[src/tom_pkg.sv]
// Shared types, register codes and the sine table generator for the tone mixer.
// No dependencies; the mixer top level and its waveform unit import it.
package tom_pkg;

    localparam int CFG_DATA_W = 32;
    localparam int CFG_ADDR_W = 3;
    localparam int WINDOW_W   = 24;
    localparam int SAMPLE_W   = 8;
    localparam int OFFSET_W   = 10;

    // pi/2 in Q30
    localparam logic [63:0] HALF_PI_Q30 = 64'd1686629713;

    typedef enum logic [1:0] {
        WAVE_SINE   = 2'd0,
        WAVE_SAW    = 2'd1,
        WAVE_SQUARE = 2'd2
    } t_wave_kind;

    typedef enum logic [CFG_ADDR_W-1:0] {
        REG_WAVE_KIND    = 3'd0,
        REG_PHASE_STEP   = 3'd1,
        REG_AMPLITUDE    = 3'd2,
        REG_WINDOW_START = 3'd3,
        REG_WINDOW_END   = 3'd4
    } t_cfg_reg;

    // First-quadrant sine magnitude in Q0.15 for m/2^qbits of a quarter turn.
    // Taylor series through x^13 with every term truncated; elaboration only.
    function automatic logic [14:0] quarter_sine(input int unsigned m, input int unsigned qbits);
        logic [63:0]        theta;
        logic [63:0]        x2;
        logic [63:0]        term;
        logic [63:0]        v;
        logic signed [63:0] sum;
        theta = (HALF_PI_Q30 * 64'(m)) >> qbits;
        x2    = (theta * theta) >> 30;
        term  = theta;
        sum   = signed'(theta);
        term  = ((term * x2) >> 30) / 64'd6;
        sum   = sum - signed'(term);
        term  = ((term * x2) >> 30) / 64'd20;
        sum   = sum + signed'(term);
        term  = ((term * x2) >> 30) / 64'd42;
        sum   = sum - signed'(term);
        term  = ((term * x2) >> 30) / 64'd72;
        sum   = sum + signed'(term);
        term  = ((term * x2) >> 30) / 64'd110;
        sum   = sum - signed'(term);
        term  = ((term * x2) >> 30) / 64'd156;
        sum   = sum + signed'(term);
        if (sum < 0) begin
            v = 64'd0;
        end else begin
            v = (unsigned'(sum) + 64'd16384) >> 15;
        end
        if (v > 64'd32767) begin
            v = 64'd32767;
        end
        return v[14:0];
    endfunction

endpackage

[src/tom_wave.sv]
// Waveform unit: signed tone offset for one phase value (sine table, saw, square).
// Depends on tom_pkg for the wave codes and the quarter-sine generator.
module tom_wave #(
    parameter int PHASE_BITS      = 32,
    parameter int SINE_INDEX_BITS = 10
) (
    input  tom_pkg::t_wave_kind                 i_kind,
    input  logic [tom_pkg::SAMPLE_W-1:0]        i_amplitude,
    input  logic [PHASE_BITS-1:0]               i_phase,
    output logic signed [tom_pkg::OFFSET_W-1:0] o_offset
);
    import tom_pkg::*;

    localparam int QBITS = SINE_INDEX_BITS - 2;
    localparam int QLEN  = 2 ** QBITS;
    localparam logic [14:0] PEAK = quarter_sine(QLEN, QBITS);
    localparam int SAW_W = PHASE_BITS + 10;
    localparam logic signed [SAW_W-1:0] SAW_BIAS = SAW_W'({PHASE_BITS{1'b1}});

    logic [14:0]                  w_qlut [QLEN];
    logic [SINE_INDEX_BITS-1:0]   w_k;
    logic [QBITS-1:0]             w_r;
    logic [QBITS-1:0]             w_m;
    logic [14:0]                  w_mag;
    logic signed [15:0]           w_sine;
    logic signed [24:0]           w_sine_prod;
    logic signed [24:0]           w_sine_bias;
    logic signed [OFFSET_W-1:0]   w_sine_off;
    logic signed [PHASE_BITS:0]   w_saw_d;
    logic signed [SAW_W-1:0]      w_saw_prod;
    logic signed [SAW_W-1:0]      w_saw_bias;
    logic signed [OFFSET_W-1:0]   w_saw_off;
    logic signed [OFFSET_W-1:0]   w_sq_off;

    for (genvar g = 0; g < QLEN; g++) begin : g_qlut
        assign w_qlut[g] = quarter_sine(g, QBITS);
    end

    // Quadrants 1 and 3 read the table mirrored; the quarter-turn peak sits past its end.
    assign w_k   = i_phase[PHASE_BITS-1 -: SINE_INDEX_BITS];
    assign w_r   = w_k[QBITS-1:0];
    assign w_m   = w_k[QBITS] ? (QBITS'(0) - w_r) : w_r;
    assign w_mag = (w_k[QBITS] && (w_r == '0)) ? PEAK : w_qlut[w_m];
    assign w_sine = w_k[QBITS+1] ? -signed'({1'b0, w_mag}) : signed'({1'b0, w_mag});

    // Round toward zero: bias negative products before the arithmetic shift.
    assign w_sine_prod = signed'({1'b0, i_amplitude}) * w_sine;
    assign w_sine_bias = w_sine_prod + (w_sine_prod[24] ? 25'sd32767 : 25'sd0);
    assign w_sine_off  = w_sine_bias[24:15];

    // 2*phase - 2^PHASE_BITS as a signed word
    assign w_saw_d    = signed'({~i_phase[PHASE_BITS-1], i_phase[PHASE_BITS-2:0], 1'b0});
    assign w_saw_prod = signed'({1'b0, i_amplitude}) * w_saw_d;
    assign w_saw_bias = w_saw_prod + (w_saw_prod[SAW_W-1] ? SAW_BIAS : '0);
    assign w_saw_off  = w_saw_bias[SAW_W-1:PHASE_BITS];

    assign w_sq_off = i_phase[PHASE_BITS-1] ? -signed'({2'b00, i_amplitude})
                                            : signed'({2'b00, i_amplitude});

    always_comb begin
        unique case (i_kind)
            WAVE_SINE:   o_offset = w_sine_off;
            WAVE_SAW:    o_offset = w_saw_off;
            WAVE_SQUARE: o_offset = w_sq_off;
            default:     o_offset = '0;
        endcase
    end

endmodule

[src/tone_oscillator_mixer.sv]
// Tone oscillator mixer top level: counters, config registers, two-register pipeline.
// Depends on tom_pkg and tom_wave.
//
//   channel   direction  handshake                 payload
//   in        sink       i_in_valid / o_in_ready   i_base_sample, i_restart
//   out       source     o_out_valid / i_out_ready o_mixed_sample, o_in_window
//   cfg       sink       i_cfg_we (no wait)        i_cfg_addr, i_cfg_wdata
//
// One word per cycle sustained while the output takes each result; a word taken passes
// through the input register, then the result register after table lookup, multiply and clamp.
// Reset clears the counters, config registers and valid flags; no clearing pass.
// A stalled result holds the result register; the input register still takes a
// word, so input stalls only when both registers are full and the output waits.
module tone_oscillator_mixer #(
    parameter int PHASE_BITS      = 32,
    parameter int SINE_INDEX_BITS = 10,
    parameter int INDEX_BITS      = 24
) (
    input  logic                             i_clk,
    input  logic                             i_rst_n,
    input  logic                             i_cfg_we,
    input  logic [tom_pkg::CFG_ADDR_W-1:0]   i_cfg_addr,
    input  logic [tom_pkg::CFG_DATA_W-1:0]   i_cfg_wdata,
    input  logic                             i_in_valid,
    output logic                             o_in_ready,
    input  logic [tom_pkg::SAMPLE_W-1:0]     i_base_sample,
    input  logic                             i_restart,
    output logic                             o_out_valid,
    input  logic                             i_out_ready,
    output logic [tom_pkg::SAMPLE_W-1:0]     o_mixed_sample,
    output logic                             o_in_window
);
    import tom_pkg::*;

    localparam int CMP_W = (INDEX_BITS > WINDOW_W) ? INDEX_BITS : WINDOW_W;

    t_wave_kind              r_wave_kind;
    logic [CFG_DATA_W-1:0]   r_phase_step;
    logic [SAMPLE_W-1:0]     r_amplitude;
    logic [WINDOW_W-1:0]     r_window_start;
    logic [WINDOW_W-1:0]     r_window_end;

    logic [INDEX_BITS-1:0]   r_sample_index;
    logic [PHASE_BITS-1:0]   r_phase_acc;

    logic                    r_s1_vld;
    logic [SAMPLE_W-1:0]     r_s1_base;
    logic [INDEX_BITS-1:0]   r_s1_index;
    logic [PHASE_BITS-1:0]   r_s1_phase;

    logic                    r_out_vld;
    logic [SAMPLE_W-1:0]     r_out_sample;
    logic                    r_out_window;
    logic [SAMPLE_W-1:0]     n_out_sample;

    logic                    w_out_free;
    logic                    w_s1_move;
    logic                    w_in_acc;
    logic [INDEX_BITS-1:0]   w_idx_now;
    logic [PHASE_BITS-1:0]   w_phase_now;
    logic                    w_s1_inside;
    logic signed [OFFSET_W-1:0] w_offset;
    logic signed [OFFSET_W:0]   w_sum;

    assign w_out_free = !r_out_vld || i_out_ready;
    assign w_s1_move  = r_s1_vld && w_out_free;
    assign o_in_ready = i_rst_n && (!r_s1_vld || w_out_free);
    assign w_in_acc   = i_in_valid && o_in_ready;

    // A restart word is index zero at phase zero.
    assign w_idx_now   = i_restart ? '0 : r_sample_index;
    assign w_phase_now = i_restart ? '0 : r_phase_acc;

    always_ff @(posedge i_clk) begin
        if (!i_rst_n) begin
            r_wave_kind    <= WAVE_SINE;
            r_phase_step   <= '0;
            r_amplitude    <= '0;
            r_window_start <= '0;
            r_window_end   <= '0;
        end else if (i_cfg_we) begin
            unique case (i_cfg_addr)
                REG_WAVE_KIND:    r_wave_kind    <= t_wave_kind'(i_cfg_wdata[1:0]);
                REG_PHASE_STEP:   r_phase_step   <= i_cfg_wdata;
                REG_AMPLITUDE:    r_amplitude    <= i_cfg_wdata[SAMPLE_W-1:0];
                REG_WINDOW_START: r_window_start <= i_cfg_wdata[WINDOW_W-1:0];
                REG_WINDOW_END:   r_window_end   <= i_cfg_wdata[WINDOW_W-1:0];
                default: ;
            endcase
        end
    end

    always_ff @(posedge i_clk) begin
        if (!i_rst_n) begin
            r_sample_index <= '0;
            r_phase_acc    <= '0;
            r_s1_vld       <= 1'b0;
            r_out_vld      <= 1'b0;
        end else begin
            if (w_in_acc) begin
                r_sample_index <= w_idx_now + 1'b1;
                r_phase_acc    <= w_phase_now + PHASE_BITS'(r_phase_step);
                r_s1_vld       <= 1'b1;
            end else if (w_s1_move) begin
                r_s1_vld <= 1'b0;
            end
            if (w_s1_move) begin
                r_out_vld <= 1'b1;
            end else if (i_out_ready) begin
                r_out_vld <= 1'b0;
            end
        end
    end

    always_ff @(posedge i_clk) begin
        if (w_in_acc) begin
            r_s1_base  <= i_base_sample;
            r_s1_index <= w_idx_now;
            r_s1_phase <= w_phase_now;
        end
        if (w_s1_move) begin
            r_out_sample <= n_out_sample;
            r_out_window <= w_s1_inside;
        end
    end

    assign w_s1_inside = (CMP_W'(r_s1_index) >= CMP_W'(r_window_start)) &&
                         (CMP_W'(r_s1_index) <  CMP_W'(r_window_end));

    tom_wave #(
        .PHASE_BITS      (PHASE_BITS),
        .SINE_INDEX_BITS (SINE_INDEX_BITS)
    ) u_wave (
        .i_kind      (r_wave_kind),
        .i_amplitude (r_amplitude),
        .i_phase     (r_s1_phase),
        .o_offset    (w_offset)
    );

    assign w_sum = signed'({3'b000, r_s1_base}) + (OFFSET_W + 1)'(w_offset);

    // Clamp to the unsigned sample range; outside the window pass the word through.
    always_comb begin
        priority if (!w_s1_inside) begin
            n_out_sample = r_s1_base;
        end else if (w_sum < 0) begin
            n_out_sample = '0;
        end else if (w_sum > 255) begin
            n_out_sample = '1;
        end else begin
            n_out_sample = w_sum[SAMPLE_W-1:0];
        end
    end

    assign o_out_valid    = r_out_vld;
    assign o_mixed_sample = r_out_sample;
    assign o_in_window    = r_out_window;

    a_restart_index: assert property (@(posedge i_clk) disable iff (!i_rst_n)
        w_in_acc && i_restart |=> r_sample_index == INDEX_BITS'(1))
        else $error("sample index not 1 after restart word");

    a_index_step: assert property (@(posedge i_clk) disable iff (!i_rst_n)
        w_in_acc && !i_restart |=> r_sample_index == INDEX_BITS'($past(r_sample_index) + 1'b1))
        else $error("sample index did not advance by one");

    a_phase_hold: assert property (@(posedge i_clk) disable iff (!i_rst_n)
        i_rst_n && !w_in_acc |=> $stable(r_phase_acc))
        else $error("phase moved without an accepted word");

    a_pass_through: assert property (@(posedge i_clk) disable iff (!i_rst_n)
        w_s1_move && !w_s1_inside |=> o_mixed_sample == $past(r_s1_base) && !o_in_window)
        else $error("word outside window was altered");

endmodule
[config.mk]
export PLATFORM = sky130hd
export DESIGN_NAME = tone_oscillator_mixer
export DESIGN_NICKNAME = d
export VERILOG_FILES = /design/src/tom_pkg.sv /design/src/tom_wave.sv /design/src/tone_oscillator_mixer.sv
export SDC_FILE = /design/constraint.sdc
export NUM_CORES = 2
export LEC_CHECK = 0
export ABC_CLOCK_PERIOD_IN_PS = 17900
export BUFFER_PORTS_ARGS = -buffer_cell sky130_fd_sc_hd__clkbuf_2
export CAP_MARGIN = 20
export CORE_MARGIN = 2
export CORE_UTILIZATION = 46
export CTS_CLUSTER_SIZE = 40
export DETAILED_ROUTE_END_ITERATION = 10
export SYNTH_ARGS = -nofsm -noshare
export SYNTH_HDL_FRONTEND = slang
export SYNTH_SLANG_ARGS = --single-unit
[constraint.sdc]
create_clock -name i_clk -period 17.9 [get_ports i_clk]
set_input_delay 2.685 -clock i_clk [delete_from_list [all_inputs] [get_ports i_clk]]
set_output_delay 2.685 -clock i_clk [all_outputs]
set_load 0.01 [all_outputs]
==> impl_results.html <==
<table>
<tr><th>Metric</th><th>Value</th></tr>
<tr><th colspan="2">Outcome</th></tr>
<tr><td>Status</td><td>finished, final reports clean</td></tr>
<tr><th colspan="2">Clocking</th></tr>
<tr><td>Number of hold buffers added after cts</td><td>0</td></tr>
<tr><td>Clock latency at the later pin of the worst-skew pair</td><td>~0.57 ns</td></tr>
<tr><td>H-tree lvl count</td><td>1</td></tr>
<tr><td>Total clock buffers created by CTS</td><td>24</td></tr>
<tr><td>CTS tree</td><td>built</td></tr>
<tr><td>Clock root cell</td><td>sky130_fd_sc_hd__clkbuf_16</td></tr>
<tr><td>CTS Sinks</td><td>221</td></tr>
<tr><td>CTS resizes</td><td>0</td></tr>
<tr><td>Number of buffers on the longest clock path</td><td>3</td></tr>
<tr><td>Count of buffers added by post-CTS timing repair for setup</td><td>0</td></tr>
<tr><td>Clock-pin slew on the worst setup and hold paths</td><td>0.06 ns</td></tr>
<tr><th colspan="2">Detailed routing</th></tr>
<tr><td>Total via count in the routed design</td><td>27400</td></tr>
<tr><td>Sum of routed wire length over all layers</td><td>91200 um</td></tr>
<tr><td>DR WL/cell</td><td>between 15 and 20 um</td></tr>
<tr><td>First-pass DRT Iterations</td><td>6</td></tr>
<tr><td>Vias per cell</td><td>5.77</td></tr>
<tr><td>DRC errors left</td><td>0</td></tr>
<tr><td>First-iteration detailed-routing DRC count</td><td>2536</td></tr>
<tr><td>Residual antenna-violating net count after detailed routing</td><td>0</td></tr>
<tr><th colspan="2">Synthesis</th></tr>
<tr><td>Synth unique cells</td><td>93</td></tr>
<tr><td>Number of enable flip-flop cells after synthesis</td><td>between 70 and 80</td></tr>
<tr><td>Post-synthesis cell area</td><td>between 0.03 and 0.04 mm^2</td></tr>
<tr><td>Cell taking the most area after synthesis</td><td>sky130_fd_sc_hd__fa_1</td></tr>
<tr><td>Top_reg_cell synth</td><td>sky130_fd_sc_hd__dfxtp_1</td></tr>
<tr><td>Most frequent cell after synthesis</td><td>sky130_fd_sc_hd__nand2_1</td></tr>
<tr><td>Count of state elements after synthesis</td><td>221</td></tr>
<tr><td>Async S/R FF share, synth</td><td>0%</td></tr>
<tr><td>YS warnings</td><td>0</td></tr>
<tr><td>Post-synth net total</td><td>4576</td></tr>
<tr><td>Gate count after technology mapping</td><td>3946</td></tr>
<tr><td>Cell types with the highest counts after synthesis</td><td>sky130_fd_sc_hd__nand2_1, sky130_fd_sc_hd__inv_1, sky130_fd_sc_hd__a21oi_1, sky130_fd_sc_hd__fa_1, sky130_fd_sc_hd__ha_1</td></tr>
<tr><td>Cells taking the most area after synthesis</td><td>sky130_fd_sc_hd__fa_1, sky130_fd_sc_hd__ha_1, sky130_fd_sc_hd__dfxtp_1</td></tr>
<tr><td>Post-synthesis sequential area ratio</td><td>16.3%</td></tr>
<tr><td>Mean area per synthesized cell</td><td>7.99 um^2</td></tr>
<tr><td>Portion of synthesized cell area occupied by the leading cell type</td><td>a little under a fifth</td></tr>
<tr><th colspan="2">Floorplan</th></tr>
<tr><td>Die Outline Area</td><td>0.0707 mm^2</td></tr>
<tr><td>X dimension of the die</td><td>266 um</td></tr>
<tr><td>Starting Density</td><td>46.2%</td></tr>
<tr><td>Die height</td><td>roughly 270 um</td></tr>
<tr><td>Std cell rows</td><td>96</td></tr>
<tr><td>Core Box Area</td><td>between 0.06 and 0.07 mm^2</td></tr>
<tr><td>IO Count</td><td>60</td></tr>
<tr><th colspan="2">Power</th></tr>
<tr><td>Power density of the placed cells</td><td>46.4 mW/mm^2</td></tr>
<tr><td>Cell leakage power</td><td>15.1 nW</td></tr>
<tr><td>Overall power</td><td>1.54 mW</td></tr>
<tr><td>Worst VDD drop</td><td>71.6 uV</td></tr>
<tr><th colspan="2">Global routing</th></tr>
<tr><td>Wire length of the first global-routing pass</td><td>around 150000 um</td></tr>
<tr><td>Via count of the first global-routing pass</td><td>26500</td></tr>
<tr><td>Pin count of the biggest net entering global routing</td><td>70</td></tr>
<tr><td>Total overflow reported by the global router</td><td>0</td></tr>
<tr><td>Antenna violations before repair</td><td>1</td></tr>
<tr><td>Combined global-route utilization of all metal layers</td><td>25.7%</td></tr>
<tr><th colspan="2">STA</th></tr>
<tr><td>Clock Skew</td><td>0.0401 ns</td></tr>
<tr><td>Time the final worst path needs with I/O delays and setup</td><td>16.60 ns</td></tr>
<tr><td>Maximum frequency from static timing analysis</td><td>roughly 0.06 GHz</td></tr>
<tr><td>RSZ-0062 raised after global routing</td><td>false</td></tr>
<tr><td>Fin. Hold Viols</td><td>0</td></tr>
<tr><td>Slew margin rel.</td><td>between 10% and 20%</td></tr>
<tr><td>Transition time at the pin with the least slew margin</td><td>between 1 and 1.5 ns</td></tr>
<tr><td>Tcrit/Tclk final</td><td>92.8%</td></tr>
<tr><td>Final count of pins violating max slew</td><td>0</td></tr>
<tr><td>Total Neg Setup Slack</td><td>0 ns</td></tr>
<tr><td>Final setup violating endpoints</td><td>0</td></tr>
<tr><td>Final WS setup</td><td>1.30 ns</td></tr>
<tr><th colspan="2">Setup path</th></tr>
<tr><td>Delay of the slowest critical-path stage</td><td>0.90 ns</td></tr>
<tr><td>Worst reg2reg path depth</td><td>57</td></tr>
<tr><td>Crit Reg-Reg Endpoint</td><td>o_mixed_sample[3]</td></tr>
<tr><td>Data required time at the worst endpoint</td><td>18.18 ns</td></tr>
<tr><td>Largest fanout of any net on the critical path</td><td>48</td></tr>
<tr><td>Endpoint type of the worst setup path</td><td>flip-flop</td></tr>
<tr><td>Slowest-stage cell, CP</td><td>sky130_fd_sc_hd__a311oi_1</td></tr>
<tr><td>Cell type with the highest occurrence count on the critical path</td><td>sky130_fd_sc_hd__inv_1</td></tr>
<tr><td>Worst setup path startpoint</td><td>r_s1_phase[23]</td></tr>
<tr><td>Arrival time reported for the critical path endpoint</td><td>approximately 17 ns</td></tr>
<tr><td>Type of the worst setup path</td><td>reg2reg</td></tr>
<tr><td>Startpoint kind of the worst setup timing path</td><td>flip-flop</td></tr>
<tr><td>Setup slack of the worst register-to-register path</td><td>1.30 ns</td></tr>
<tr><td>Critical register-to-register path startpoint</td><td>r_s1_phase[23]</td></tr>
<tr><td>Worst setup path endpoint</td><td>o_mixed_sample[3]</td></tr>
<tr><th colspan="2">Cells and area</th></tr>
<tr><td>Synth-to-layout area growth</td><td>5.51%</td></tr>
<tr><td>Diode insertion count for antenna repair</td><td>0</td></tr>
<tr><td>Final Core Density</td><td>just under 50%</td></tr>
<tr><td>Share of layout cells above drive strength 1</td><td>5.20%</td></tr>
<tr><td>Number of inserted filler cells in the final layout</td><td>6666</td></tr>
<tr><td>Total Nets Final</td><td>4482</td></tr>
<tr><td>Final cell area excluding filler cells</td><td>0.0333 mm^2</td></tr>
<tr><th colspan="2">Place</th></tr>
<tr><td>Gpl congestion</td><td>between 1 and 1.5</td></tr>
<tr><td>Post-Place Cell Area</td><td>0.0324 mm^2</td></tr>
<tr><td>Pre-CTS WS</td><td>1.51 ns</td></tr>
<tr><td>Post-DP HPWL</td><td>between 60000 and 70000 um</td></tr>
<tr><td>I/O Buffers</td><td>59</td></tr>
<tr><th colspan="2">Flow run</th></tr>
<tr><td>Maximum capacitance violations</td><td>0</td></tr>
<tr><th colspan="2">Worst hold path</th></tr>
<tr><td>Path type of the worst min-delay path</td><td>reg2reg</td></tr>
</table>
## placed cells by master, fill, tap and decap left out, drive strengths merged, types with 52 or more instances in the layout
master	n
nand2	526
inv	465
a21oi	302
fa	302
ha	279
and2	237
o21ai	206
nor2	183
dfxtp	148
nor2b	106
nand3	95
clkbuf	94
xnor2	91
edfxtp	73
a21o	52
xor2	52
## power by group
part	switching, mW	total, mW	internal [mW]	leakage, nW
Clock	0.214	0.511	0.297	0.402
Sequential	0.0143	0.545	0.531	1.92
Combinational	0.325	0.487	0.161	12.8
## through the flow
step | instances | hold WS (ns)
finish | 4751 | 0.442
global route | 4751 | 0.469
CTS | 4749 | 0.446
detailed placement | 4706 | 0.437
global placement | 4705 | 0.432
floorplan | 3946 | 0.425
## worst min-delay path by stage
stage | from | depth (start not counted) | endpoint | slack, ns
after floorplan | r_phase_acc[16] | 2 | r_phase_acc[16] | 0.42
after global routing | r_amplitude[6] | 2 | r_amplitude[6] | 0.47
after CTS | r_phase_acc[23] | 2 | r_phase_acc[23] | 0.45
final | r_phase_acc[23] | 2 | r_phase_acc[23] | 0.44
after detailed placement | r_phase_acc[16] | 2 | r_phase_acc[16] | 0.44
after global placement | r_phase_acc[16] | 2 | r_phase_acc[16] | 0.43
## critical path: cells and delay by family (launching register included)
kind / cells / cell delay (ns)
and+or+nand+nor: 14 / 3.62
xor gates and xnor gates: 2 / 0.41
adders and majority gates: 8 / 4.18
muxes: 1 / 0.24
buffers and inverters: 9 / 1.66
DFF: 1 / 0.36
AOI/OAI and AO/OA: 23 / 5.82
## state kept, by name, summed over array words and instances (netlist names), 8 cells and up
name / cells
o_mixed_sample: 8
r_amplitude: 8
r_phase_acc: 32
r_phase_step: 32
r_s1_base: 8
r_s1_index: 24
r_s1_phase: 32
r_sample_index: 24
r_window_end: 24
r_window_start: 24
## cell families (layout without fill, tap and decap cells)
family / after synthesis / after routing / synth area share, %
XOR/XNOR: 146 / 146 / 4.18
buffers and inverters: 698 / 621 / 8.60
multiplexers: 27 / 27 / 0.944
flip-flops: 221 / 221 / 16.3
AND/OR/NAND/NOR: 1369 / 1369 / 21.3
AO/OA/AOI/OAI: 904 / 904 / 18.4
adder cells (fa/ha/maj): 581 / 581 / 30.2
## cell type report
cell class	instances	area [um^2]	share of cell area [%]
Multi-Input combinational cell	3027	23700	71.3
Timing Repair Buffer	110	698	2.10
Clock inverter	8	92.6	0.278
Sequential cell	221	5160	15.5
Inverter	468	1760	5.29
Tap cell	882	1100	3.32
Clock buffer	35	724	2.18
## metal layers
layer / vias up / global-route usage [%] / part of all wire [%]
li1: 13100 / - / -
met1: 13100 / 36.1 / 46
met2: 951 / 40.5 / 44
met3: 210 / 4.54 / 7.6
met4: 2 / 7.12 / 2.9
met5: - / 0 / 0.012
(Power assumes the default switching activity.)
